## src/sv/cfqs_pkg.sv

```systemverilog
// ---------------------------------------------------------------------------
// cfqs_pkg
// Shared widths, codes and configuration type of the credit fair queue
// scheduler.
// ---------------------------------------------------------------------------
package cfqs_pkg;

    localparam int SIZE_W      = 11;
    localparam int TAG_W       = 3;
    localparam int LIMIT_W     = 6;
    localparam int GAIN_W      = 16;
    localparam int CREDIT_W    = 32;
    localparam int DROP_W      = 16;
    localparam int OUT_Q_W     = 3;
    localparam int OUT_FLOW_W  = 8;
    localparam int STATUS_W    = 2;
    localparam int CFG_IDX_W   = 2;
    localparam int CFG_DATA_W  = 32;
    localparam int OUT_FIELD_W = OUT_Q_W + CREDIT_W + OUT_Q_W + SIZE_W + OUT_FLOW_W
                               + TAG_W + CREDIT_W + DROP_W;
    localparam int OUT_TDATA_W = ((OUT_FIELD_W + 7) / 8) * 8;
    localparam int OUT_PAD_W   = OUT_TDATA_W - OUT_FIELD_W;
    localparam int OUT_TUSER_W = STATUS_W + 1;

    localparam logic [STATUS_W-1:0] ENQ_NONE    = 2'd0;
    localparam logic [STATUS_W-1:0] ENQ_QUEUED  = 2'd1;
    localparam logic [STATUS_W-1:0] ENQ_DROPPED = 2'd2;

    localparam logic FUNC_ARRIVAL = 1'b0;
    localparam logic FUNC_DRAIN   = 1'b1;

    localparam logic [CFG_IDX_W-1:0] REG_QUEUE_LIMIT  = 2'd0;
    localparam logic [CFG_IDX_W-1:0] REG_BASE_GAIN    = 2'd1;
    localparam logic [CFG_IDX_W-1:0] REG_SERVICE_COST = 2'd2;

    localparam logic [LIMIT_W-1:0]  LIMIT_RESET = 6'd20;
    localparam logic [GAIN_W-1:0]   GAIN_RESET  = 16'd66;
    localparam logic [CREDIT_W-1:0] COST_RESET  = 32'd65536;

    typedef struct packed {
        logic [LIMIT_W-1:0]  queue_limit;
        logic [GAIN_W-1:0]   base_gain;
        logic [CREDIT_W-1:0] service_cost;
    } t_cfg;

endpackage

```

## src/sv/cfqs_front.sv

```systemverilog
// ---------------------------------------------------------------------------
// cfqs_front
// Accepts input items and steers each one to its FIFO index (flow modulo
// the number of queues) before handing it to the item queue.
// ---------------------------------------------------------------------------
module cfqs_front import cfqs_pkg::*; #(
    parameter int NUM_QUEUES = 5,
    parameter int FLOW_BITS  = 8
) (
    input  logic                  i_s_valid,
    output logic                  o_s_ready,
    input  logic                  i_func,
    input  logic [SIZE_W-1:0]     i_size,
    input  logic [TAG_W-1:0]      i_tag,
    input  logic [FLOW_BITS-1:0]  i_flow,
    input  logic                  i_full,
    output logic                  o_push,
    // func, queue, size, tag, flow from the lowest bit up
    output logic [1+$clog2(NUM_QUEUES)+SIZE_W+TAG_W+FLOW_BITS-1:0] o_item
);

    localparam int QW      = $clog2(NUM_QUEUES);
    localparam int RES_MAX = FLOW_BITS * (NUM_QUEUES - 1);
    localparam int SW      = $clog2(RES_MAX + 1);

    logic [SW-1:0] res_term [FLOW_BITS];
    logic [QW-1:0] mod_tab  [RES_MAX+1];
    logic [SW-1:0] res_sum;
    logic [QW-1:0] fifo_sel;

    // residue of each flow bit weight
    for (genvar k = 0; k < FLOW_BITS; k++) begin : g_res
        localparam int unsigned RES = (2 ** k) % NUM_QUEUES;
        assign res_term[k] = i_flow[k] ? SW'(RES) : '0;
    end

    // final reduction table
    for (genvar v = 0; v <= RES_MAX; v++) begin : g_mod
        assign mod_tab[v] = QW'(v % NUM_QUEUES);
    end

    always_comb begin
        res_sum = '0;
        for (int k = 0; k < FLOW_BITS; k++) begin
            res_sum = res_sum + res_term[k];
        end
    end

    assign fifo_sel  = mod_tab[res_sum];
    assign o_s_ready = !i_full;
    assign o_push    = i_s_valid && !i_full;
    assign o_item    = {i_flow, i_tag, i_size, fifo_sel, i_func};

endmodule

```

## config.mk

```make
export PLATFORM = sky130hd
export DESIGN_NAME = cfqs_front
export DESIGN_NICKNAME = d
export VERILOG_FILES = /design/src/sv/cfqs_pkg.sv /design/src/sv/cfqs_front.sv
export SDC_FILE = /design/constraint.sdc
export NUM_CORES = 1
export LEC_CHECK = 0
export BUFFER_PORTS_ARGS = -buffer_cell sky130_fd_sc_hd__buf_2
export CORE_ASPECT_RATIO = 1.2
export CORE_MARGIN = 5
export CORE_UTILIZATION = 40
export DETAILED_ROUTE_END_ITERATION = 10
export PLACE_DENSITY = 0.82
export SLEW_MARGIN = 20
export SYNTH_ARGS = -nofsm -noshare
export SYNTH_HDL_FRONTEND = slang
export SYNTH_SLANG_ARGS = --single-unit
```

## constraint.sdc

```tcl
create_clock -name vclk -period 11.2
set_input_delay 1.68 -clock vclk [all_inputs]
set_output_delay 1.68 -clock vclk [all_outputs]
set_load 0.03 [all_outputs]
```

* Word level (Yosys, flattened, before mapping)
Memories as Yosys holds them, arrays and structs flattened.
Cells that the tools add are included.
W data, S select, Z words.
** Cells by class
- $add $sub $neg :: 7
- Multipliers :: 0
- Divide/modulo/power cells :: 0
- $lt $le $gt $ge :: 1
- Equal/unequal tests :: 0
- Shift operators :: 0
- Multiplexer cells :: 10
- Bitwise operators :: 1
- Reductions and logical operators :: 2
** Operator list (number)
- $add A6 B2 Y6 :: 2
- $mux W3 :: 4
- $mux W2 :: 4
- $ge A7 B7 Y1 const B :: 1
- $not A6 Y7 :: 1
- $add A5 B1 Y6 :: 1
- $add A6 B3 Y6 :: 1
- $add A4 B2 Y5 :: 1
- $add A3 B3 Y4 :: 1
- $add A1 B2 Y3 :: 1
- $mux W1 :: 2
- $logic_and A1 B1 Y1 :: 1
- $logic_not A1 Y1 :: 1
** Storage, ports and cells
- Flip-flop bits (word level) :: 0
- Bits in latches :: 0
- RAM bits :: 0
- Memory bits (read-only) :: 192
- Input bits :: 25
- Output and inout bits :: 28
- Word-level logic and storage cells :: 22
- Memories :: 1
** Memories
- (no name shown) :: depth 64, width 3, read ports 1, clocked after Yosys merged registers in 0, wr ports 0, line cfqs_front.sv:49 : assign fifo_sel = mod_tab[res_sum];

* Logic depth before layout (Yosys ltp)
Gate-level depths: netlist of the first run.
- Depth after elaboration :: 12
- Depth in mapped cells :: 12

* Worst setup path before layout of the first run
Ideal clock, no wire load.
- Kind :: in2out
- Start :: input i_flow[1]
- End :: output o_item[2]
- Data arrival time :: 4.785 ns
- Slack :: 4.735 ns
- Stages :: 11
- Cells stage by stage :: fa_1 inv_1 fa_1 inv_1 ha_1 inv_1 fa_1 clkbuf_1 and2_1 o21ai_0 o32ai_1
** On the way
- Word-level cells in the longest chain between the ends :: 12
** Ends and longest elaborated chain
- start, declared :: line cfqs_front.sv:15 : input logic [FLOW_BITS-1:0] i_flow,
- $mux W2 :: line cfqs_front.sv:34 : assign res_term[k] = i_flow[k] ? SW'(RES) : '0;
- $add A1 B2 Y3 :: line cfqs_front.sv:45 : res_sum = res_sum + res_term[k];
- $add A3 B3 Y4 :: line cfqs_front.sv:45
- $add A4 B2 Y5 :: line cfqs_front.sv:45
- $add A5 B1 Y6 :: line cfqs_front.sv:45
- $add A6 B2 Y6 :: line cfqs_front.sv:45
- $add A6 B3 Y6 :: line cfqs_front.sv:45
- $add A6 B2 Y6 :: line cfqs_front.sv:45
- $not A6 Y7 (not written as such) :: line cfqs_front.sv:49
- $mem_v2 Z64 W3
- $mux W3 (not written as such) (2 in series) :: line cfqs_front.sv:49
- end, declared :: line cfqs_front.sv:19 : output logic [1+$clog2(NUM_QUEUES)+SIZE_W+TAG_W+FLOW_BITS-1:0] o_item
No other way between the ends. The select of a mux whose other input is x is not followed.

* Worst setup path in the final report of the first run
- Start :: input i_flow[1]
- End :: output o_item[3]
The elaborated chain is that of the path after synthesis.

==> flow_summary.json, run 1 <==
{
  "dr.first_iter.drc_count": 1,
  "dpl_worst_slack_ns": 4.45,
  "ant_nets": 0,
  "synthXorXnorAreaFrac_pct": 1.33,
  "worstPathCellList": "buf_2 > fa_1 > inv_1 > fa_1 > inv_1 > ha_1 > inv_1 > fa_1 > xor2_1 > nand3b_1 > a21oi_1 > o32a_2 > buf_2",
  "peakVddDrop_mv": 0.0662,
  "vias": 547,
  "grt_pass1_wl_um": 2100,
  "io_buffers": 23,
  "hp-class": "input port to primary output",
  "tns_ns": 0,
  "yosysTopAreaCell": "buf_4",
  "yosysTopAreaCellShare_pct": 26.2,
  "place_congestion": 0.764,
  "postCtsHoldBufs": 0,
  "setup.worst_path.start_class": "input port",
  "period_share_pct": 60.5,
  "die_h_um": 54.4,
  "cp.required_ns": 9.52,
  "wl_um": 1250,
  "ctsResizeCount": 0,
  "dieArea_mm2": 0.00256,
  "synth_compound_area_share_pct": 23.6,
  "endpoint_kind": "primary output",
  "cp_slowest_cell": "xor2_1",
  "antennaDiodeCount": 0,
  "synth_cells": 86,
  "netlist_area_um2": 658,
  "critical_path_arrival_ns": 5.09,
  "powerDensity_mw_per_mm2": 145,
  "rsz0062_at_grt": "no",
  "setup_viol": 0,
  "final_common_cell": "buf_2",
  "vias_per_cell": 5.42,
  "start_util_pct": 41.1,
  "ys_warn_count": 0,
  "drv_slew": 0,
  "synth_nets": 122,
  "seq_cells": 0,
  "use_met2_pct": 21.7,
  "area_growth_pct": -7.22,
  "regArea_um2": 0,
  "grt_pass1_vias": 559,
  "grt_max_degree": 13,
  "top_usage_layer": "met2",
  "finalNetCount": 121,
  "synth_area_per_cell_um2": 7.65,
  "synth_cell_type_count": 35,
  "cap_violations": 0,
  "synth_top_family_by_area": "buffers and inverters",
  "grt.overflow.total": 0,
  "final_cell_mix": "buf_2 (23), inv_1 (11), ha_1 (6), fa_1 (5)",
  "routedWlPerCell_um": 12.4,
  "yosys.area_share.simple_pct": 14.1,
  "synthMuxAreaShare_pct": 0,
  "cpPeakStageDelay_ns": 0.65,
  "min_period_ns": 6.77,
  "fmax_ghz": 0.148,
  "use_met3_pct": 0,
  "synthTopCellsByArea": "buf_4 (26%), fa_1 (15%), ha_1 (11%), inv_1 (6.3%), o211ai_1 (3.4%)",
  "hpwl_um": 1080,
  "dr.pass1.iters": 3,
  "synthAdderAreaFrac_pct": 26.6,
  "antenna_found_initial": 0,
  "rows": 16,
  "path_class": "input port to primary output",
  "setup_ws_ns": 4.43,
  "use_met1_pct": 10.5,
  "drive_gt1_share_pct": 32.5,
  "ys_seq_area_share_pct": 0,
  "num-clock-buffers": 0,
  "grt_usage_pct": 10.4,
  "max_slew.worst_pin.slew_ns": 0.752,
  "cp_max_fo": 12,
  "p_leak_nw": 0.321,
  "hold_viol_final": 0,
  "chipWidth_um": 47.0,
  "cts_setup_buffers": 0,
  "boundaryPins": 53,
  "slew_headroom_pct": 49.7,
  "drc": 0,
  "coreArea_mm2": 0.00160,
  "status": "complete, no violations"
}
[cells by family after synthesis]
group,count (synthesis)
AND/OR/NAND/NOR,16
adder cells (fa/ha/maj),11
XOR/XNOR,1
AO/OA/AOI/OAI,21
buffers and inverters,37
[layer usage]
layer	vias up	part of all wire, %
met2	15	54
li1	269	-
met1	259	35
met5	-	0
met3	4	8.9
met4	0	1.5
[stage by stage]
step                utilization [%]  hold WS [ns]  area [um2]  cells  power (mW)
global route                   38.1          3.36         611    101      0.0981
floorplan                         -          3.47         658     86      0.0807
CTS                            38.1          3.36         611    101      0.0887
detailed placement             38.1          3.36         611    101      0.0885
finish                         38.1          3.36         611    101      0.0883
global placement               38.1          3.36         611    101      0.0856
[critical path: cells and delay by family]
family	cells	cell delay (ns)
adder cells (fa/ha/maj)	4	1.64
AND/OR/NAND/NOR	1	0.20
buffers and inverters	5	0.49
XOR/XNOR	1	0.65
AO/OA/AOI/OAI	2	0.43
[report_power, final]
group / internal (mW) / total (mW) / switching, mW
sequential: 0 / 0 / 0
combinational: 0.0325 / 0.0883 / 0.0558
clock: 0 / 0 / 0
total: 0.0325 / 0.0883 / 0.0558
[cell usage after synthesis (2+ instances only)]
cell,count
buf_4,23
o21a_1,2
a21oi_1,2
fa_1,5
nor3_1,2
o211ai_1,3
ha_1,6
nor2_1,3
clkbuf_1,2
o21ai_0,2
inv_1,11
nand3_1,2
[cell type report]
| cell class | instances | area (um2) |
|---|---|---|
| well taps | 18 | 22.5 |
| repair buffers | 23 | 115 |
| multi-input cells | 49 | 432 |
| fillers | 185 | 991 |
| inverters | 11 | 41.3 |
[final timing paths]
kind,cells after the start,endpoint,start,slack (ns)
max,13,o_item[3],i_flow[1],4.43
min,0,o_item[10],i_size[6],3.36
Power figures use the tool's default switching activity.
==> run 2: changes to the inputs <==
- CORE_UTILIZATION: 40 -> 38
- PLACE_DENSITY: 0.82 -> 0.81
- clock period: 11.2 -> 5.9 ns (I/O delays scaled with it)
==> flow_summary.json, run 2 (same netlist as run 1, synthesis figures left out) <==
{
  "coreArea_mm2": 0.00164,
  "critical_path_arrival_ns": 4.26,
  "ant_nets": 0,
  "vias_per_cell": 5.31,
  "cap_violations": 0,
  "grt_usage_pct": 9.49,
  "final_common_cell": "buf_2",
  "drc": 0,
  "status": "complete, no violations",
  "seq_cells": 0,
  "cp_slowest_cell": "xor2_1",
  "io_buffers": 23,
  "hold_viol_final": 0,
  "cpPeakStageDelay_ns": 0.63,
  "dieArea_mm2": 0.00267,
  "p_leak_nw": 0.321,
  "drv_slew": 0,
  "boundaryPins": 53,
  "finalNetCount": 121,
  "routedWlPerCell_um": 12.5,
  "setup_viol": 0,
  "place_congestion": 0.760,
  "p_seq_share_pct": 0,
  "power_switching_mw": 0.106,
  "drive_gt1_share_pct": 32.5,
  "worstPathCellList": "buf_2 > fa_1 > inv_1 > fa_1 > inv_1 > ha_1 > inv_1 > fa_1 > xor2_1 > nand3b_1 > a21oi_1 > o32a_2 > buf_2",
  "critPathBufInv": 5,
  "wl_um": 1260,
  "critPathTopFamily": "adder cells",
  "die_h_um": 55.6,
  "tns_ns": 0,
  "clkPwrFrac_pct": 0,
  "max_slew.worst_pin.slew_ns": 0.726,
  "rows": 16,
  "switching_share_pct": 63.2,
  "grt.overflow.total": 0,
  "regArea_um2": 0,
  "period_share_pct": 87.2,
  "num-clock-buffers": 0,
  "area_growth_pct": -7.22,
  "final_cell_mix": "buf_2 (23), inv_1 (11), ha_1 (6), fa_1 (5)",
  "combPwrFrac_pct": 100.0,
  "ctsResizeCount": 0,
  "vias": 536,
  "endpoint_kind": "primary output",
  "min_period_ns": 5.15,
  "dr.first_iter.drc_count": 14,
  "antennaDiodeCount": 0,
  "antenna_found_initial": 0,
  "setup.worst_path.start_class": "input port",
  "fmax_ghz": 0.194,
  "powerDensity_mw_per_mm2": 274,
  "slew_headroom_pct": 51.4,
  "path_class": "input port to primary output",
  "chipWidth_um": 48.0,
  "hpwl_um": 1110,
  "dr.pass1.iters": 4,
  "hp-class": "input port to primary output",
  "postCtsHoldBufs": 0,
  "cp_max_fo": 12,
  "grt_pass1_wl_um": 2090,
  "peakVddDrop_mv": 0.135,
  "cts_setup_buffers": 0,
  "grt_pass1_vias": 518,
  "grt_max_degree": 13,
  "start_util_pct": 40.1,
  "p_int_mw": 0.0616,
  "cp.required_ns": 5.02,
  "final_util_pct": 37.2,
  "rsz0062_at_grt": "no"
}
run 2: cell counts in the layout (fill, tap and decap cells not counted):
No cell type changed its count.
run 2: per-stage QoR:
stage | hold slack (ns) | total power, mW | instances | cell area (um2) | setup slack (ns)
final | 1.77 | 0.167 | 101 | 611 | 0.755
after global routing | 1.77 | 0.188 | 101 | 611 | 0.532
after CTS | 1.77 | 0.169 | 101 | 611 | 0.761
after detailed placement | 1.77 | 0.168 | 101 | 611 | 0.772
after global placement | 1.77 | 0.163 | 101 | 611 | 0.831
after floorplan | 1.88 | 0.153 | 86 | 658 | 1.02
run 2: final timing paths:
kind                       from         end  depth (start not counted)
worst max-delay path  i_flow[1]   o_item[3]                         13
worst min-delay path   i_tag[0]  o_item[15]                          0
run 2: final cells by class:
class	instances	area, um2
multi-input combinational	49	432
inverter	11	41.3
tap	18	22.5
timing repair buffer	23	115
fill	179	1030
run 2: per-layer routing:
metal  GRT usage, %  up-vias  routed length (um)
met1           12.4      243                 494
met4           1.54        0                  17
met3          0.647        4                 112
li1               -      268                   -
met2           16.4       21                 638
met5              0        -                   0
run 2: power by group through the flow:
stage	Combinational [mW]	Sequential (mW)	Clock, mW
after floorplan	0.153	0	0
after global placement	0.163	0	0
after detailed placement	0.168	0	0
after CTS	0.169	0	0
after global routing	0.188	0	0
final	0.167	0	0
==> run 3: changes to the inputs <==
- CORE_ASPECT_RATIO: 1.2 -> not set
- CORE_UTILIZATION: 38 -> 40
- PLACE_DENSITY: 0.81 -> 0.89
- clock period: 5.9 -> 5.4 ns (I/O delays scaled with it)
==> flow_summary.json, run 3 (same netlist as run 1, synthesis figures left out) <==
{
  "min_period_ns": 5.09,
  "grt_max_degree": 13,
  "grt_pass1_vias": 542,
  "boundaryPins": 53,
  "ctsResizeCount": 0,
  "hold_ws_ns": 1.62,
  "num-clock-buffers": 0,
  "dieArea_mm2": 0.00256,
  "cap_violations": 0,
  "area_growth_pct": -7.60,
  "period_share_pct": 94.2,
  "grt.overflow.total": 0,
  "finalNetCount": 121,
  "io_buffers": 23,
  "start_util_pct": 42.7,
  "routedWlPerCell_um": 13.7,
  "critical_path_arrival_ns": 4.28,
  "dr.pass1.iters": 4,
  "hold_viol_final": 0,
  "peakVddDrop_mv": 0.134,
  "postCtsHoldBufs": 0,
  "dpl_cell_area_um2": 608,
  "setup.worst_path.start_class": "input port",
  "cts_setup_buffers": 0,
  "p_leak_nw": 0.321,
  "hold_start": "i_tag[0]",
  "final_area_um2": 608,
  "regArea_um2": 0,
  "status": "complete, no violations",
  "ant_nets": 0,
  "max_slew.worst_pin.slew_ns": 0.781,
  "wl_um": 1360,
  "wl_met2_um": 648,
  "dr.first_iter.drc_count": 21,
  "hpwl_um": 1140,
  "setup_ws_ns": 0.311,
  "die_h_um": 50.6,
  "fillers": 163,
  "fmax_ghz": 0.197,
  "hp-class": "input port to primary output",
  "coreArea_mm2": 0.00154,
  "setup_viol": 0,
  "slew_headroom_pct": 47.8,
  "drv_slew": 0,
  "min_path_cells": 0,
  "rsz0062_at_grt": "no",
  "vias_per_cell": 5.78,
  "m1WireLength_um": 503,
  "path_class": "input port to primary output",
  "seq_cells": 0,
  "cp_max_fo": 12,
  "grt_usage_pct": 10.3,
  "drc": 0,
  "antenna_found_initial": 0,
  "grt_pass1_wl_um": 2260,
  "drive_gt1_share_pct": 32.5,
  "vias": 572,
  "cp.required_ns": 4.59,
  "final_cell_mix": "buf_2 (23), inv_1 (11), ha_1 (6), fa_1 (5)",
  "met3_wirelength_um": 159,
  "dpl_worst_slack_ns": 0.363,
  "hold_end": "o_item[15]",
  "rows": 14,
  "tns_ns": 0,
  "final_common_cell": "buf_2",
  "antennaDiodeCount": 0,
  "final_util_pct": 39.4,
  "place_congestion": 0.755,
  "topRoutingLayerUsed": "met4",
  "chipWidth_um": 50.6,
  "endpoint_kind": "primary output",
  "powerDensity_mw_per_mm2": 308
}
## run 3: cell counts in the layout (fill, tap and decap cells not counted)
Identical to the previous run, type by type.
## run 3: critical path, stage by stage
cell	delay, ns
buf_2	0.11
fa_1	0.52
inv_1	0.05
fa_1	0.44
inv_1	0.07
ha_1	0.21
inv_1	0.07
fa_1	0.45
xor2_1	0.67
nand3b_1	0.21
a21oi_1	0.09
o32a_2	0.39
buf_2	0.18
## run 3: report_power, final
group	switching, mW	internal (mW)
registers	0	0
clock network	0	0
logic	0.120	0.0675
total	0.120	0.0675
## run 3: layer usage
metal | global-route usage [%] | vias to the layer above
li1 | - | 269
met1 | 12.0 | 255
met2 | 18.6 | 35
met3 | 1.48 | 13
met4 | 4.26 | 0
met5 | 0 | -
## run 3: how the worst max path moves through the flow
| stage | startpoint | endpoint | slack, ns | cells after the start |
|---|---|---|---|---|
| 2_1_floorplan | i_flow[1] | o_item[2] | 0.67 | 11 |
| 3_3_place_gp | i_flow[1] | o_item[3] | 0.51 | 13 |
| 3_5_place_dp | i_flow[1] | o_item[3] | 0.36 | 13 |
| 4_1_cts | i_flow[1] | o_item[3] | 0.35 | 13 |
| 5_1_grt | i_flow[1] | o_item[3] | 0.12 | 13 |
| 6_report | i_flow[1] | o_item[3] | 0.31 | 13 |
## run 3: stage by stage
stage               cells  power [mW]
finish                 99       0.187
global route           99       0.204
CTS                    99       0.186
detailed placement     99       0.185
global placement       99       0.177
floorplan              86       0.167
## run 3: final cells by class
type / count / area (um2) / share of cell area (%)
well taps: 16 / 20.0 / 3.29
repair buffers: 23 / 115 / 18.9
multi-input cells: 49 / 432 / 71.0
inverters: 11 / 41.3 / 6.79
