File: config.mk
export PLATFORM = sky130hd
export DESIGN_NAME = cfqs_fifo
export DESIGN_NICKNAME = d
export VERILOG_FILES = /design/src/sv/cfqs_pkg.sv /design/src/sv/cfqs_fifo.sv
export SDC_FILE = /design/constraint.sdc
export NUM_CORES = 1
export LEC_CHECK = 0
export BUFFER_PORTS_ARGS = -buffer_cell sky130_fd_sc_hd__buf_2
export CORE_MARGIN = 1.5
export CORE_UTILIZATION = 50
export DETAILED_ROUTE_END_ITERATION = 12
export HOLD_SLACK_MARGIN = 0.12
export PLACE_DENSITY = 0.77
export SETUP_SLACK_MARGIN = 0.15
export SYNTH_ARGS = -nofsm -noshare
export SYNTH_HDL_FRONTEND = slang
export SYNTH_SLANG_ARGS = --single-unit
export TNS_END_PERCENT = 10
File: constraint.sdc
create_clock -name i_clk -period 2.47 [get_ports i_clk]
set_clock_uncertainty 0.15 [all_clocks]
set_input_delay 0.494 -clock i_clk [delete_from_list [all_inputs] [get_ports i_clk]]
set_output_delay 0.494 -clock i_clk [all_outputs]
set_load 0.05 [all_outputs]
File: src/sv/cfqs_pkg.sv
// ---------------------------------------------------------------------------
// cfqs_pkg
// Shared widths, codes and configuration type of the credit fair queue
// scheduler.
// ---------------------------------------------------------------------------
package cfqs_pkg;

    localparam int SIZE_W      = 11;
    localparam int TAG_W       = 3;
    localparam int LIMIT_W     = 6;
    localparam int GAIN_W      = 16;
    localparam int CREDIT_W    = 32;
    localparam int DROP_W      = 16;
    localparam int OUT_Q_W     = 3;
    localparam int OUT_FLOW_W  = 8;
    localparam int STATUS_W    = 2;
    localparam int CFG_IDX_W   = 2;
    localparam int CFG_DATA_W  = 32;
    localparam int OUT_FIELD_W = OUT_Q_W + CREDIT_W + OUT_Q_W + SIZE_W + OUT_FLOW_W
                               + TAG_W + CREDIT_W + DROP_W;
    localparam int OUT_TDATA_W = ((OUT_FIELD_W + 7) / 8) * 8;
    localparam int OUT_PAD_W   = OUT_TDATA_W - OUT_FIELD_W;
    localparam int OUT_TUSER_W = STATUS_W + 1;

    localparam logic [STATUS_W-1:0] ENQ_NONE    = 2'd0;
    localparam logic [STATUS_W-1:0] ENQ_QUEUED  = 2'd1;
    localparam logic [STATUS_W-1:0] ENQ_DROPPED = 2'd2;

    localparam logic FUNC_ARRIVAL = 1'b0;
    localparam logic FUNC_DRAIN   = 1'b1;

    localparam logic [CFG_IDX_W-1:0] REG_QUEUE_LIMIT  = 2'd0;
    localparam logic [CFG_IDX_W-1:0] REG_BASE_GAIN    = 2'd1;
    localparam logic [CFG_IDX_W-1:0] REG_SERVICE_COST = 2'd2;

    localparam logic [LIMIT_W-1:0]  LIMIT_RESET = 6'd20;
    localparam logic [GAIN_W-1:0]   GAIN_RESET  = 16'd66;
    localparam logic [CREDIT_W-1:0] COST_RESET  = 32'd65536;

    typedef struct packed {
        logic [LIMIT_W-1:0]  queue_limit;
        logic [GAIN_W-1:0]   base_gain;
        logic [CREDIT_W-1:0] service_cost;
    } t_cfg;

endpackage

File: src/sv/cfqs_fifo.sv
// ---------------------------------------------------------------------------
// cfqs_fifo
// Two-entry queue of classified items between the front and the back.
// ---------------------------------------------------------------------------
module cfqs_fifo import cfqs_pkg::*; #(
    parameter int W = 24
) (
    input  logic         i_clk,
    input  logic         i_rst_n,
    input  logic         i_push,
    input  logic [W-1:0] i_item,
    output logic         o_full,
    output logic         o_valid,
    output logic [W-1:0] o_item,
    input  logic         i_pop
);

    logic [W-1:0] r_slot [2];
    logic         r_wr;
    logic         r_rd;
    logic [1:0]   r_cnt;

    always_ff @(posedge i_clk) begin
        if (!i_rst_n) begin
            r_wr  <= 1'b0;
            r_rd  <= 1'b0;
            r_cnt <= 2'd0;
        end else begin
            if (i_push) begin
                r_wr <= !r_wr;
            end
            if (i_pop) begin
                r_rd <= !r_rd;
            end
            case ({i_push, i_pop})
                2'b10:   r_cnt <= r_cnt + 2'd1;
                2'b01:   r_cnt <= r_cnt - 2'd1;
                default: r_cnt <= r_cnt;
            endcase
        end
    end

    always_ff @(posedge i_clk) begin
        if (i_push) begin
            r_slot[r_wr] <= i_item;
        end
    end

    assign o_full  = (r_cnt == 2'd2);
    assign o_valid = (r_cnt != 2'd0);
    assign o_item  = r_slot[r_rd];

endmodule

# ---- Word-level counts from Yosys, hierarchy flattened
# Memories as Yosys holds them, arrays and structs flattened. A register that Yosys moved wholly into a read port is not among the register bits.
# Index checks and enable logic that the tools add are counted.
dict set report op_classes {
  addsub 2
  n_mul 0
  div 0
  n_lt_le_gt_ge 0
  eq_ne 3
  n_shift 0
  muxes 5
  bitwise_logic 0
  reduce_logical 4
}
# operator n
set ops {}
lappend ops {{== test 2 bit, second input constant} 2}
lappend ops {{2-to-1 mux 1 bit} 4}
lappend ops {{case mux 2 bit (2 select lines)} 1}
lappend ops {{nonzero test 2 bit} 2}
lappend ops {{adder 2 x 1 -> 2 bit, second input constant} 1}
lappend ops {{== test 2 x 1 -> 1 bit, second input constant} 1}
lappend ops {{logical NOT 1 bit} 2}
lappend ops {{subtractor 2 x 1 -> 2 bit, second input constant} 1}
dict set report word_totals {
  register_bits 4
  latchBits 0
  ram_bits 48
  rom_bits 0
  in_bits 28
  word_cells 18
  mem_count 1
}
# name words word_bits rd rd_ports_with_merged_regs write_ports line
set mem_list {}
lappend mem_list {r_slot 2 24 1 1 1 cfqs_fifo.sv:18} ;# logic [W-1:0] r_slot [2];

# ---- Longest topological paths before layout
# Gate-level depths: netlist of run 1.
dict set report logic_depth {
  word_depth 3
  depth_mapped 5
  mapped_depth_nobuf 5
}

# ---- Worst setup path before layout of run 1
# Ideal clock, no wire load.
dict set report synth_path {
  path_kind {input to register}
  from {in i_push}
  to {mem r_slot[0][0] (enable)}
  setup_ns 0.407
  t_arrival_ns 1.595
  setup_slack_ns 0.319
  stages 2
  path_buffers 0
  path_cell_list {inv_1 nor2_1}
}
dict set report synth_via {
  elab_chain_len 2
}
# item line
set synth_rtl {}
lappend synth_rtl {{from (decl)} cfqs_fifo.sv:10} ;# input logic i_push,
lappend synth_rtl {{2-to-1 mux 1 bit} cfqs_fifo.sv:44} ;# if (i_push) begin
lappend synth_rtl {{2-to-1 mux 1 bit (implied by the code)} cfqs_fifo.sv:45} ;# r_slot[r_wr] <= i_item;
lappend synth_rtl {{to (decl)} cfqs_fifo.sv:18}
# No other way between the ends.

==> results of run 1 <==
[worst register-to-register path, stage by stage, from the launching register on]
cell and delay (ns):
dfxtp_1 0.41, xnor2_1 0.11, or3_1 0.32, a21boi_1 0.14
[layout by cell type (no fill, tap or decap)]
cell type   n
clkinv_2    1
clkbuf_8    5
or3_1       1
a21boi_1    1
o21ai_0     1
buf_2      53
nor2_2      1
o21a_1      1
nor2b_1     1
xnor2_1     2
and2_1      4
xor2_1      1
and2b_2     1
inv_1       1
edfxtp_1   48
mux2_2     24
buf_4       6
clkinv_1    2
dfxtp_1     5
ha_1        1
or2_2       1
[metrics by stage]
step | cells | hold slack, ns | cell area, um2 | util | setup slack [ns]
floorplan | 97 | 0.311 | 1950 | - | 0.319
global placement | 201 | 0.320 | 2300 | 0.624 | 0.724
detailed placement | 201 | 0.356 | 2300 | 0.624 | 0.710
CTS | 209 | 0.230 | 2380 | 0.647 | 0.383
global route | 209 | 0.225 | 2380 | 0.647 | 0.321
finish | 209 | 0.234 | 2380 | 0.647 | 0.405
[power by group through the flow]
stage               registers (mW)  clock network, mW  logic [mW]
detailed placement            1.07                  0       0.360
CTS                           1.05              0.450       0.361
global route                  1.05              0.491       0.375
floorplan                     1.06                  0       0.271
finish                        1.05              0.438       0.356
global placement              1.06                  0       0.353
[path summary, 6_finish.rpt]
| path | from | end | cells after the start | slack (ns) |
|---|---|---|---|---|
| max | flip-flop | o_item[17] | 3 | 0.41 |
| min reg2reg | r_cnt[1] | r_cnt[1] | 2 | 0.36 |
| max reg2reg | r_cnt[0] | r_cnt[1] | 3 | 1.28 |
| min | i_item[0] | r_slot[0][0] | 1 | 0.23 |
[kinds of logic after synthesis]
group,after synthesis,share of synthesized area
XOR/XNOR,3,0.0135
AND/OR/NAND/NOR,9,0.0289
multiplexers,24,0.139
adder cells (fa/ha/maj),1,0.00643
buffers and inverters,4,0.00964
AO/OA/AOI/OAI,3,0.0103
flip-flops,53,0.792
[registers in the layout (all words and copies together) (netlist names), named ones only]
signal / count
r_slot: 48
r_wr: 1
r_rd: 1
r_cnt: 2
[layer usage]
metal | GRT usage | vias to the layer above | routed length, um
met5 | 0 | - | 0
met4 | 0.0625 | 0 | 43
met3 | 0.0462 | 4 | 190
met2 | 0.281 | 27 | 1630
met1 | 0.160 | 482 | 1120
li1 | - | 493 | -
[cell type report]
cell class                 instances  area, um2  area share
inverter                           1       3.75     0.00157
tap                               48       60.1      0.0252
sequential                        53       1540       0.646
multi-input combinational         40        388       0.163
timing repair buffer              59        310       0.130
clock buffer                       5       68.8      0.0289
clock inverter                     3       12.5     0.00525
==> tab_implementation.tex, run 1 <==
\begin{tabular}{lr}
\hline
Metric & Value \\
\hline
\multicolumn{2}{l}{\textbf{Status}} \\
\quad Outcome & complete, no violations \\
\multicolumn{2}{l}{\textbf{Timing}} \\
\quad Final Slew Violations & 0 \\
\quad Max Freq & 0.484 GHz \\
\quad Final hold viol count & 0 \\
\quad Number of endpoints failing setup at the final stage & 0 \\
\quad Remaining max-slew budget at the tightest pin & 0.831 \\
\quad Time the final worst path needs with I/O delays and setup & 2.06 ns \\
\quad Slew at the pin closest to its max-slew limit & 0.256 ns \\
\quad Period Utilization, post-route & 0.836 \\
\quad Total Neg Setup Slack & 0 ns \\
\quad Unrepaired setup endpoints after global routing & no \\
\multicolumn{2}{l}{\textbf{Floorplanning}} \\
\quad DIE HEIGHT & 65.4 um \\
\quad Std-Cell Core Area & 3690 um2 \\
\quad Standard-cell row count & 22 \\
\quad Effective utilization at floorplan & 0.527 \\
\quad DIE AREA & 4270 um2 \\
\quad Die width & 65.4 um \\
\quad I/O pin total & 54 \\
\multicolumn{2}{l}{\textbf{Clock tree}} \\
\quad Clock-pin transition on the worst setup and hold timing paths & 0.08 ns \\
\quad CTS tree & built \\
\quad Maximum clock insertion buffer count & 2 \\
\quad CTS root buf & clkbuf\_8 \\
\quad Gates resized, CTS repair & 0 \\
\quad TritonCTS buffer count & 5 \\
\quad Number of buffers inserted to repair setup after CTS & 0 \\
\quad Number of buffers added to fix hold violations after cts & 0 \\
\quad Deepest level of the CTS H-tree & 2 \\
\quad Clock network latency to the later pin of the worst-skew pair & 0.28 ns \\
\quad CTS sink count & 53 \\
\multicolumn{2}{l}{\textbf{Pwr}} \\
\quad Pleak & 0.920 nW \\
\quad Portion of total power attributed to sequential cells & 0.569 \\
\quad Internal power & 1.33 mW \\
\quad Pwr Density & 772 nW/um2 \\
\quad Proportion of total power due to net switching & 0.275 \\
\quad Net switching power of the design & 0.506 mW \\
\quad Comb power frac & 0.193 \\
\quad Max rail drop VDD & 0.521 mV \\
\quad Part of the total power dissipated in the clock network & 0.238 \\
\quad Total Power & 1.84 mW \\
\multicolumn{2}{l}{\textbf{Critical path}} \\
\quad Number of buffer and inverter stages on the critical path & 2 \\
\quad Sort of element at the start of the critical path & flip-flop \\
\quad Worst stage delay on the critical path & 0.36 ns \\
\quad Critical-path cell list & buf\_4 > mux2\_2 > buf\_2 \\
\quad Top delay family on crit path & buffers and inverters \\
\quad Cell with the largest stage delay on the worst path & mux2\_2 \\
\quad Worst EP arrival & 1.42 ns \\
\quad Crit path max fanout & 14 \\
\quad Critical Path RT & 1.83 ns \\
\quad Worst Setup End Kind & output pin \\
\quad Critical Setup Path Class & reg2out \\
\multicolumn{2}{l}{\textbf{Synth}} \\
\quad Warning count from the yosys run & 0 \\
\quad Distinct cells, synth & 17 \\
\quad Register bit total from synthesis & 53 \\
\quad Share of synthesized flip-flops with an asynchronous set or reset & 0 \\
\quad Number of synthesized flops with an enable pin & 48 \\
\quad Cell area after synthesis & 1950 um2 \\
\quad Gate count of the mapped netlist & 97 \\
\quad Synth top cells by count & edfxtp\_1 (48), mux2\_2 (24), dfxtp\_1 (5) \\
\quad Synth Area per Inst & 20.1 um2 \\
\quad Area leader, netlist & edfxtp\_1 \\
\quad Top-area cell type share of the netlist area & 0.741 \\
\quad Leading register cell type out of synthesis & edfxtp\_1 \\
\quad Nets in the synthesized netlist & 126 \\
\quad Most repeated cell in the gate-level netlist after synthesis & edfxtp\_1 \\
\quad Seq/Total Area, Yosys & 0.792 \\
\quad Synth area leaders & edfxtp\_1 (74\%), mux2\_2 (14\%), dfxtp\_1 (5.1\%) \\
\multicolumn{2}{l}{\textbf{Global routing}} \\
\quad GRT Residual Overflow & 0 \\
\quad First-pass GRT wire length & 4680 um \\
\quad Number of global-route vias before repair & 1,047 \\
\quad Initial antenna violation count & 0 \\
\quad Largest net degree at the start of global routing & 16 \\
\quad Total GRT Usage & 0.152 \\
\multicolumn{2}{l}{\textbf{Finish}} \\
\quad Layout Nets & 189 \\
\quad Antenna cell count & 0 \\
\quad Area growth syn-to-layout & 22.6\% \\
\quad Filler Cell Count & 281 \\
\quad Share of final-layout standard cells stronger than drive strength 1 & 0.571 \\
\multicolumn{2}{l}{\textbf{Drt}} \\
\quad Antenna violation net count after detailed routing & 0 \\
\quad Total vias in the final route & 1,006 \\
\quad First-iteration detailed-routing DRC count & 69 \\
\quad Detailed-route DRC error count & 0 \\
\quad Wire length per cell after detailed routing & 14.3 um \\
\quad TritonRoute pass-1 iters & 3 \\
\quad Vias per std cell & 4.81 \\
\quad Overall routed net length & 2980 um \\
\multicolumn{2}{l}{\textbf{Placed design}} \\
\quad Detailed placement HPWL & 2220 um \\
\quad Routability-driven placement congestion ratio & 0.699 \\
\quad Count of input and output buffers & 53 \\
\multicolumn{2}{l}{\textbf{Job}} \\
\quad Max-cap violation count & 0 \\
\multicolumn{2}{l}{\textbf{Min path}} \\
\quad Worst min path class & in2reg \\
\hline
\end{tabular}
(Power assumes the default switching activity.)
==> run 2, diff against run 1 <==
--- a/config.mk
+++ b/config.mk
@@ -5,12 +5,13 @@
 export SDC_FILE = /design/constraint.sdc
 export NUM_CORES = 1
 export LEC_CHECK = 0
+export ABC_AREA = 1
 export BUFFER_PORTS_ARGS = -buffer_cell sky130_fd_sc_hd__buf_2
 export CORE_MARGIN = 1.5
-export CORE_UTILIZATION = 50
+export CORE_UTILIZATION = 46
 export DETAILED_ROUTE_END_ITERATION = 12
 export HOLD_SLACK_MARGIN = 0.12
-export PLACE_DENSITY = 0.77
+export PLACE_DENSITY = 0.74
 export SETUP_SLACK_MARGIN = 0.15
 export SYNTH_ARGS = -nofsm -noshare
 export SYNTH_HDL_FRONTEND = slang
==> constraint.sdc (replaced) <==
create_clock -name i_clk -period 1.75 [get_ports i_clk]
set_clock_uncertainty 0.15 [all_clocks]
set_input_delay 0.35 -clock i_clk [delete_from_list [all_inputs] [get_ports i_clk]]
set_output_delay 0.35 -clock i_clk [all_outputs]
set_load 0.05 [all_outputs]
==> run 2 against run 1 <==
- the flow now finishes with violations (setup timing)
- cell count grew 20%
- setup slack lost 0.50 ns
- non-clock buffer count grew 24
- critical endpoint is now o_item[16]
- via count grew 18%
- largest power group unchanged
- flip-flop and latch count is the same
- synthesized area grew 6.1%
==> tab_implementation.tex, run 2 <==
\begin{tabular}{lr}
\hline
Metric & Value \\
\hline
\multicolumn{2}{l}{\textbf{Timing}} \\
\quad Time the final worst path needs with I/O delays and setup & 1.85 ns \\
\quad Period Utilization, post-route & 1.06 \\
\quad Slew at the pin closest to its max-slew limit & 0.212 ns \\
\quad Final hold viol count & 0 \\
\quad Worst setup slack after layout & -0.0965 ns \\
\quad Remaining max-slew budget at the tightest pin & 0.857 \\
\quad Unrepaired setup endpoints after global routing & yes \\
\quad Max Freq & 0.542 GHz \\
\quad Total Neg Setup Slack & -1.96 ns \\
\quad Final Slew Violations & 0 \\
\quad Number of endpoints failing setup at the final stage & 24 \\
\multicolumn{2}{l}{\textbf{Min path}} \\
\quad Min-Delay Startpoint & i\_rst\_n \\
\quad Number of stages on the worst hold path & 3 \\
\quad End point of the worst hold path & r\_wr \\
\quad Worst min path class & in2reg \\
\multicolumn{2}{l}{\textbf{Synth}} \\
\quad Share of synthesized flip-flops with an asynchronous set or reset & 0 \\
\quad Synth area leaders & edfxtp\_1 (70\%), mux2\_4 (15\%), dfxtp\_1 (4.8\%) \\
\quad Seq/Total Area, Yosys & 0.747 \\
\quad Leading register cell type out of synthesis & edfxtp\_1 \\
\quad Warning count from the yosys run & 0 \\
\quad Distinct cells, synth & 13 \\
\quad Most repeated cell in the gate-level netlist after synthesis & edfxtp\_1 \\
\quad Area leader, netlist & edfxtp\_1 \\
\quad Register bit total from synthesis & 53 \\
\quad Gate count of the mapped netlist & 110 \\
\quad Synth Area per Inst & 18.8 um2 \\
\quad Top-area cell type share of the netlist area & 0.698 \\
\quad Number of synthesized flops with an enable pin & 48 \\
\quad Cell area after synthesis & 2060 um2 \\
\quad Synth top cells by count & edfxtp\_1 (48), mux2\_4 (20), nor2\_1 (11) \\
\quad Nets in the synthesized netlist & 139 \\
\multicolumn{2}{l}{\textbf{Critical path}} \\
\quad Reg-to-reg startpoint & r\_wr \\
\quad Reg-to-reg endpoint & r\_slot[1][23] \\
\quad Worst Setup End Kind & output pin \\
\quad Setup slack, reg-to-reg & 0.52 ns \\
\quad Sort of element at the start of the critical path & flip-flop \\
\quad Path depth of the worst reg2reg path & 3 \\
\quad Crit path max fanout & 9 \\
\quad Critical Path RT & 1.25 ns \\
\quad Worst EP arrival & 1.35 ns \\
\quad Critical Setup Path Class & reg2out \\
\multicolumn{2}{l}{\textbf{Drt}} \\
\quad Vias per std cell & 4.76 \\
\quad Overall routed net length & 3820 um \\
\quad First-iteration detailed-routing DRC count & 67 \\
\quad Total vias in the final route & 1,189 \\
\quad Detailed-route DRC error count & 0 \\
\quad Wire length per cell after detailed routing & 15.3 um \\
\quad TritonRoute pass-1 iters & 4 \\
\quad Antenna violation net count after detailed routing & 0 \\
\multicolumn{2}{l}{\textbf{Finish}} \\
\quad Post-route non-filler standard cell count & 250 \\
\quad Layout Nets & 226 \\
\quad Share of final-layout standard cells stronger than drive strength 1 & 0.465 \\
\quad Max reg flops & 48 \\
\quad Highest-count cells in the layout ignoring fill and taps & edfxtp\_1 (48), buf\_2 (27), dlygate4sd3\_1 (24) \\
\quad Area growth syn-to-layout & 43.0\% \\
\quad Leading cell type in the layout, fill and taps excluded & edfxtp\_1 \\
\quad Top register by number of flip-flops & r\_slot \\
\quad Largest registers in the final layout & r\_slot: 48 flops, r\_cnt: 2 flops \\
\quad Antenna cell count & 0 \\
\quad Final core utilization & 0.683 \\
\multicolumn{2}{l}{\textbf{Global routing}} \\
\quad Met2 demand-to-capacity share in global routing & 0.286 \\
\quad Largest net degree at the start of global routing & 25 \\
\quad Global routing usage on met3 & 0.0462 \\
\quad Met1 Use GR & 0.179 \\
\quad Number of global-route vias before repair & 1,236 \\
\quad Initial antenna violation count & 0 \\
\quad Total GRT Usage & 0.160 \\
\quad First-pass GRT wire length & 5920 um \\
\quad GRT Residual Overflow & 0 \\
\quad Most utilized layer in the global route result & met2 \\
\multicolumn{2}{l}{\textbf{Clock tree}} \\
\quad CTS root buf & clkbuf\_8 \\
\quad Clock network latency to the later pin of the worst-skew pair & 0.29 ns \\
\quad Maximum clock insertion buffer count & 2 \\
\quad CTS sink count & 53 \\
\quad Deepest level of the CTS H-tree & 2 \\
\quad CTS tree & built \\
\quad Number of buffers inserted to repair setup after CTS & 0 \\
\quad TritonCTS buffer count & 5 \\
\quad Clock-pin transition on the worst setup and hold timing paths & 0.08 ns \\
\multicolumn{2}{l}{\textbf{Pwr}} \\
\quad Pwr Density & 934 nW/um2 \\
\quad Proportion of total power due to net switching & 0.267 \\
\quad Pleak & 1.22 nW \\
\quad Internal power & 2.02 mW \\
\quad Max rail drop VDD & 0.562 mV \\
\quad Net switching power of the design & 0.735 mW \\
\quad Portion of total power attributed to sequential cells & 0.539 \\
\quad Part of the total power dissipated in the clock network & 0.233 \\
\quad Total Power & 2.76 mW \\
\quad Comb power frac & 0.229 \\
\multicolumn{2}{l}{\textbf{Floorplanning}} \\
\quad DIE HEIGHT & 70.0 um \\
\quad I/O pin total & 54 \\
\quad Effective utilization at floorplan & 0.477 \\
\quad Standard-cell row count & 24 \\
\quad Die width & 70.0 um \\
\quad Std-Cell Core Area & 4320 um2 \\
\quad DIE AREA & 4900 um2 \\
\multicolumn{2}{l}{\textbf{Status}} \\
\quad Violations in the final reports & setup timing \\
\quad Outcome & complete, but fails checks \\
\multicolumn{2}{l}{\textbf{Placed design}} \\
\quad Count of input and output buffers & 53 \\
\quad Routability-driven placement congestion ratio & 0.662 \\
\quad Detailed placement HPWL & 2380 um \\
\quad Number of placed instances, taps included & 217 \\
\multicolumn{2}{l}{\textbf{Job}} \\
\quad Max-cap violation count & 0 \\
\hline
\end{tabular}
-- run 2: cells by family (layout without fill, tap and decap cells) --
kind of cell    after synthesis  count (layout)  synth area share
mux                          24              24             0.167
simple gates                 21              21            0.0394
buf+inv                       9              97            0.0358
compound gates                2               2           0.00484
flops                        53              53             0.747
fa+ha+maj                     1               1           0.00606
-- run 2: final cells by class --
cell class              instances  area [um2]
clock buffers                   7        76.3
fillers                       308        1370
clock inverters                 1        5.00
well taps                      52        65.1
multi-input cells              48         463
flip-flops and latches         53        1550
inverters                       6        22.5
repair buffers                 83         774
-- run 2: power by group through the flow --
stage / clock network, mW / registers, mW / logic [mW]
after global placement: 0 / 1.50 / 0.476
after detailed placement: 0 / 1.51 / 0.488
final: 0.641 / 1.48 / 0.631
after CTS: 0.666 / 1.48 / 0.620
after floorplan: 0 / 1.50 / 0.379
after global routing: 0.712 / 1.49 / 0.659
-- run 2: worst max path at each step --
stage	startpoint	end	slack (ns)	cells past startpoint
final	flip-flop	o_item[16]	-0.1	3
after global routing	flip-flop	o_item[21]	-0.14	3
after CTS	flip-flop	o_item[17]	-0.14	3
after detailed placement	flip-flop	o_item[16]	0.07	3
after global placement	flip-flop	o_item[2]	0.11	3
after floorplan	i_push	r_slot[0][0]	0.18	2
-- run 2: per-stage QoR --
| stage | hold WS, ns | instance area [um2] | worst slack [ns] |
|---|---|---|---|
| 2_1_floorplan | 0.299 | 2070 | 0.178 |
| 3_3_place_gp | 0.331 | 2410 | 0.108 |
| 3_5_place_dp | 0.359 | 2410 | 0.0684 |
| 4_1_cts | 0.154 | 2930 | -0.141 |
| 5_1_grt | 0.179 | 2950 | -0.143 |
| 6_report | 0.168 | 2950 | -0.0965 |
-- run 2: timing repair --
| action | in CTS | in global routing |
|---|---|---|
| hold buffers | 24 | 0 |
| setup endpoints to repair | 25 | 26 |
| gates resized for setup | 55 | 9 |
| endpoints found under the hold margin | 48 | 0 |
| cloned | 1 | 0 |
-- run 2: per-layer routing --
metal,wire [um],vias up
met4,34,0
met3,200,5
met5,0,-
li1,-,576
met2,2100,41
met1,1490,567
-- run 2: critical path: stages, from the launching register on --
cell and delay, ns:
dfxtp_4 0.43, buf_12 0.16, mux2_4 0.31, buf_6 0.15
==> run 3, diff against run 2 <==
--- a/config.mk
+++ b/config.mk
@@ -11,7 +11,7 @@
 export CORE_UTILIZATION = 46
 export DETAILED_ROUTE_END_ITERATION = 12
 export HOLD_SLACK_MARGIN = 0.12
-export PLACE_DENSITY = 0.74
+export PLACE_DENSITY = 0.79
 export SETUP_SLACK_MARGIN = 0.15
 export SYNTH_ARGS = -nofsm -noshare
 export SYNTH_HDL_FRONTEND = slang
==> run 3 against run 2 <==
- the run still ends with setup timing left
- sequential share of layout area is 2.0 points lower
- first-iteration DRC count is 30% lower
- setup slack worse by 0.056 ns
- largest power group unchanged
- via count is 1.6% higher
==> tab_implementation.tex, run 3 (synthesis gave the netlist of run 2 again) <==
\begin{tabular}{lr}
\hline
Metric & Value \\
\hline
\multicolumn{2}{l}{\textbf{Status}} \\
\quad Outcome & complete, but fails checks \\
\quad Violations in the final reports & setup timing \\
\multicolumn{2}{l}{\textbf{Global routing}} \\
\quad First-pass GRT wire length & 6190 um \\
\quad Largest net degree at the start of global routing & 16 \\
\quad Number of global-route vias before repair & 1,277 \\
\quad Total GRT Usage & 0.171 \\
\quad Initial antenna violation count & 0 \\
\quad GRT Residual Overflow & 0 \\
\multicolumn{2}{l}{\textbf{Clock tree}} \\
\quad CTS tree & built \\
\quad Maximum clock insertion buffer count & 2 \\
\quad Clock network latency to the later pin of the worst-skew pair & 0.30 ns \\
\quad CTS root buf & clkbuf\_8 \\
\quad Deepest level of the CTS H-tree & 2 \\
\quad Clock-pin transition on the worst setup and hold timing paths & 0.08 ns \\
\quad TritonCTS buffer count & 5 \\
\quad CTS sink count & 53 \\
\multicolumn{2}{l}{\textbf{Timing}} \\
\quad Final hold viol count & 0 \\
\quad Final Slew Violations & 0 \\
\quad Number of endpoints failing setup at the final stage & 24 \\
\quad Period Utilization, post-route & 1.09 \\
\quad Slew at the pin closest to its max-slew limit & 0.195 ns \\
\quad Tightest hold margin & 0.150 ns \\
\quad Remaining max-slew budget at the tightest pin & 0.870 \\
\quad Time the final worst path needs with I/O delays and setup & 1.90 ns \\
\quad Unrepaired setup endpoints after global routing & yes \\
\quad Worst setup slack after layout & -0.153 ns \\
\quad Max Freq & 0.526 GHz \\
\multicolumn{2}{l}{\textbf{Critical path}} \\
\quad Cell with the largest stage delay on the worst path & dfxtp\_4 \\
\quad Depth of the critical timing path with buffers and inverters included & 4 \\
\quad Cell with the most instances on the worst path & buf\_6 \\
\quad Number of buffer and inverter stages on the critical path & 3 \\
\quad Path depth of the worst reg2reg path & 3 \\
\quad Critical Path RT & 1.25 ns \\
\quad Top delay family on crit path & flip-flops \\
\quad Worst EP arrival & 1.40 ns \\
\quad Critical Setup Path Class & reg2out \\
\quad Worst stage delay on the critical path & 0.39 ns \\
\quad Critical-path cell list & buf\_6 > buf\_16 > mux2\_4 > buf\_6 \\
\quad Crit path max fanout & 6 \\
\quad Sort of element at the start of the critical path & flip-flop \\
\quad Worst Setup End Kind & output pin \\
\multicolumn{2}{l}{\textbf{Floorplanning}} \\
\quad I/O pin total & 54 \\
\quad Std-Cell Core Area & 4320 um2 \\
\quad Standard-cell row count & 24 \\
\quad DIE HEIGHT & 70.0 um \\
\quad Die width & 70.0 um \\
\quad Effective utilization at floorplan & 0.477 \\
\quad DIE AREA & 4900 um2 \\
\multicolumn{2}{l}{\textbf{Finish}} \\
\quad Top register by number of flip-flops & r\_slot \\
\quad Area growth syn-to-layout & 48.7\% \\
\quad Largest registers in the final layout & r\_slot: 48 flops, r\_cnt: 2 flops \\
\quad Filler Cell Count & 269 \\
\quad Leading cell type in the layout, fill and taps excluded & edfxtp\_1 \\
\quad Layout Nets & 231 \\
\quad Post-route non-filler standard cell count & 255 \\
\quad Antenna cell count & 0 \\
\quad Highest-count cells in the layout ignoring fill and taps & edfxtp\_1 (48), buf\_2 (27), dlygate4sd3\_1 (24) \\
\quad Max reg flops & 48 \\
\quad Share of final-layout standard cells stronger than drive strength 1 & 0.473 \\
\multicolumn{2}{l}{\textbf{Drt}} \\
\quad Total vias in the final route & 1,208 \\
\quad First-iteration detailed-routing DRC count & 47 \\
\quad Antenna violation net count after detailed routing & 0 \\
\quad Overall routed net length & 3890 um \\
\quad TritonRoute pass-1 iters & 5 \\
\quad Wire length per cell after detailed routing & 15.3 um \\
\quad Vias per std cell & 4.74 \\
\quad Detailed-route DRC error count & 0 \\
\multicolumn{2}{l}{\textbf{Pwr}} \\
\quad Proportion of total power due to net switching & 0.253 \\
\quad Net switching power of the design & 0.744 mW \\
\quad Pwr Density & 957 nW/um2 \\
\quad Comb power frac & 0.228 \\
\quad Max rail drop VDD & 0.659 mV \\
\quad Portion of total power attributed to sequential cells & 0.505 \\
\quad Internal power & 2.19 mW \\
\quad Part of the total power dissipated in the clock network & 0.267 \\
\quad Pleak & 1.27 nW \\
\multicolumn{2}{l}{\textbf{Min path}} \\
\quad Worst min path class & in2reg \\
\quad Number of stages on the worst hold path & 3 \\
\multicolumn{2}{l}{\textbf{Placed design}} \\
\quad Count of input and output buffers & 53 \\
\quad Routability-driven placement congestion ratio & 0.698 \\
\quad Detailed placement HPWL & 2440 um \\
\quad Number of placed instances, taps included & 217 \\
\multicolumn{2}{l}{\textbf{Job}} \\
\quad Max-cap violation count & 0 \\
\hline
\end{tabular}
==> run 3: cell count changes in the layout (fill, tap and decap cells not counted), moves of 2 or more <==
cell    previous run  this run
buf_8              3         6
buf_4              4         6
buf_16             1         3
buf_6             21        19
==> run 3: per-stage QoR <==
| stage | setup slack, ns | utilization | TNS (ns) | power (mW) | area, um2 |
|---|---|---|---|---|---|
| after floorplan | 0.178 | - | 0 | 1.88 | 2070 |
| after global placement | 0.116 | 0.554 | 0 | 1.97 | 2400 |
| after detailed placement | 0.0727 | 0.554 | 0 | 1.99 | 2400 |
| after CTS | -0.158 | 0.708 | -3.51 | 2.95 | 3060 |
| after global routing | -0.196 | 0.710 | -4.16 | 3.04 | 3070 |
| final | -0.153 | 0.710 | -3.25 | 2.94 | 3070 |
==> run 3: tightest hold or removal path, delay by kind of cell <==
kind / cells / cell delay, ns
buf+inv: 1 / 0.12
simple gates: 2 / 0.09
==> run 3: power groups by stage <==
stage	sequential, mW	combinational, mW	clock (mW)
detailed placement	1.51	0.481	0
CTS	1.48	0.666	0.803
floorplan	1.50	0.379	0
global route	1.49	0.701	0.852
finish	1.48	0.671	0.784
global placement	1.50	0.470	0
==> run 3: timing repair <==
item                                   4_1_cts  5_1_grt
gates cloned                                 3        0
setup buffers                                3        0
hold buffers                                24        0
setup endpoints to repair                   25       25
endpoints found under the hold margin       48        0
gates resized for setup                     63        3
==> run 3: final timing paths <==
| path | from | slack (ns) | end |
|---|---|---|---|
| worst max register to register | r_wr | 0.53 | r_slot[1][19] |
| worst min register to register | r_cnt[1] | 0.38 | r_cnt[1] |
| worst max-delay path | flip-flop | -0.15 | o_item[1] |
| worst min-delay path | i_rst_n | 0.15 | r_wr |
==> run 3: metal layers <==
layer	share of wire	GRT usage	vias to the layer above	wire, um
met5	0	0	-	0
met4	0.012	0.0513	0	48
met3	0.054	0.0548	7	212
met2	0.54	0.310	37	2090
met1	0.40	0.190	572	1540
li1	-	-	592	-
==> run 3: area by class of cell <==
type / instances / area, um2 / share of cell area
Clock buffer: 6 / 72.6 / 0.0236
Clock inverter: 2 / 33.8 / 0.0110
Inverter: 6 / 22.5 / 0.00734
Multi-Input combinational cell: 48 / 463 / 0.151
Sequential cell: 53 / 1550 / 0.503
Tap cell: 52 / 65.1 / 0.0212
Timing Repair Buffer: 88 / 867 / 0.283
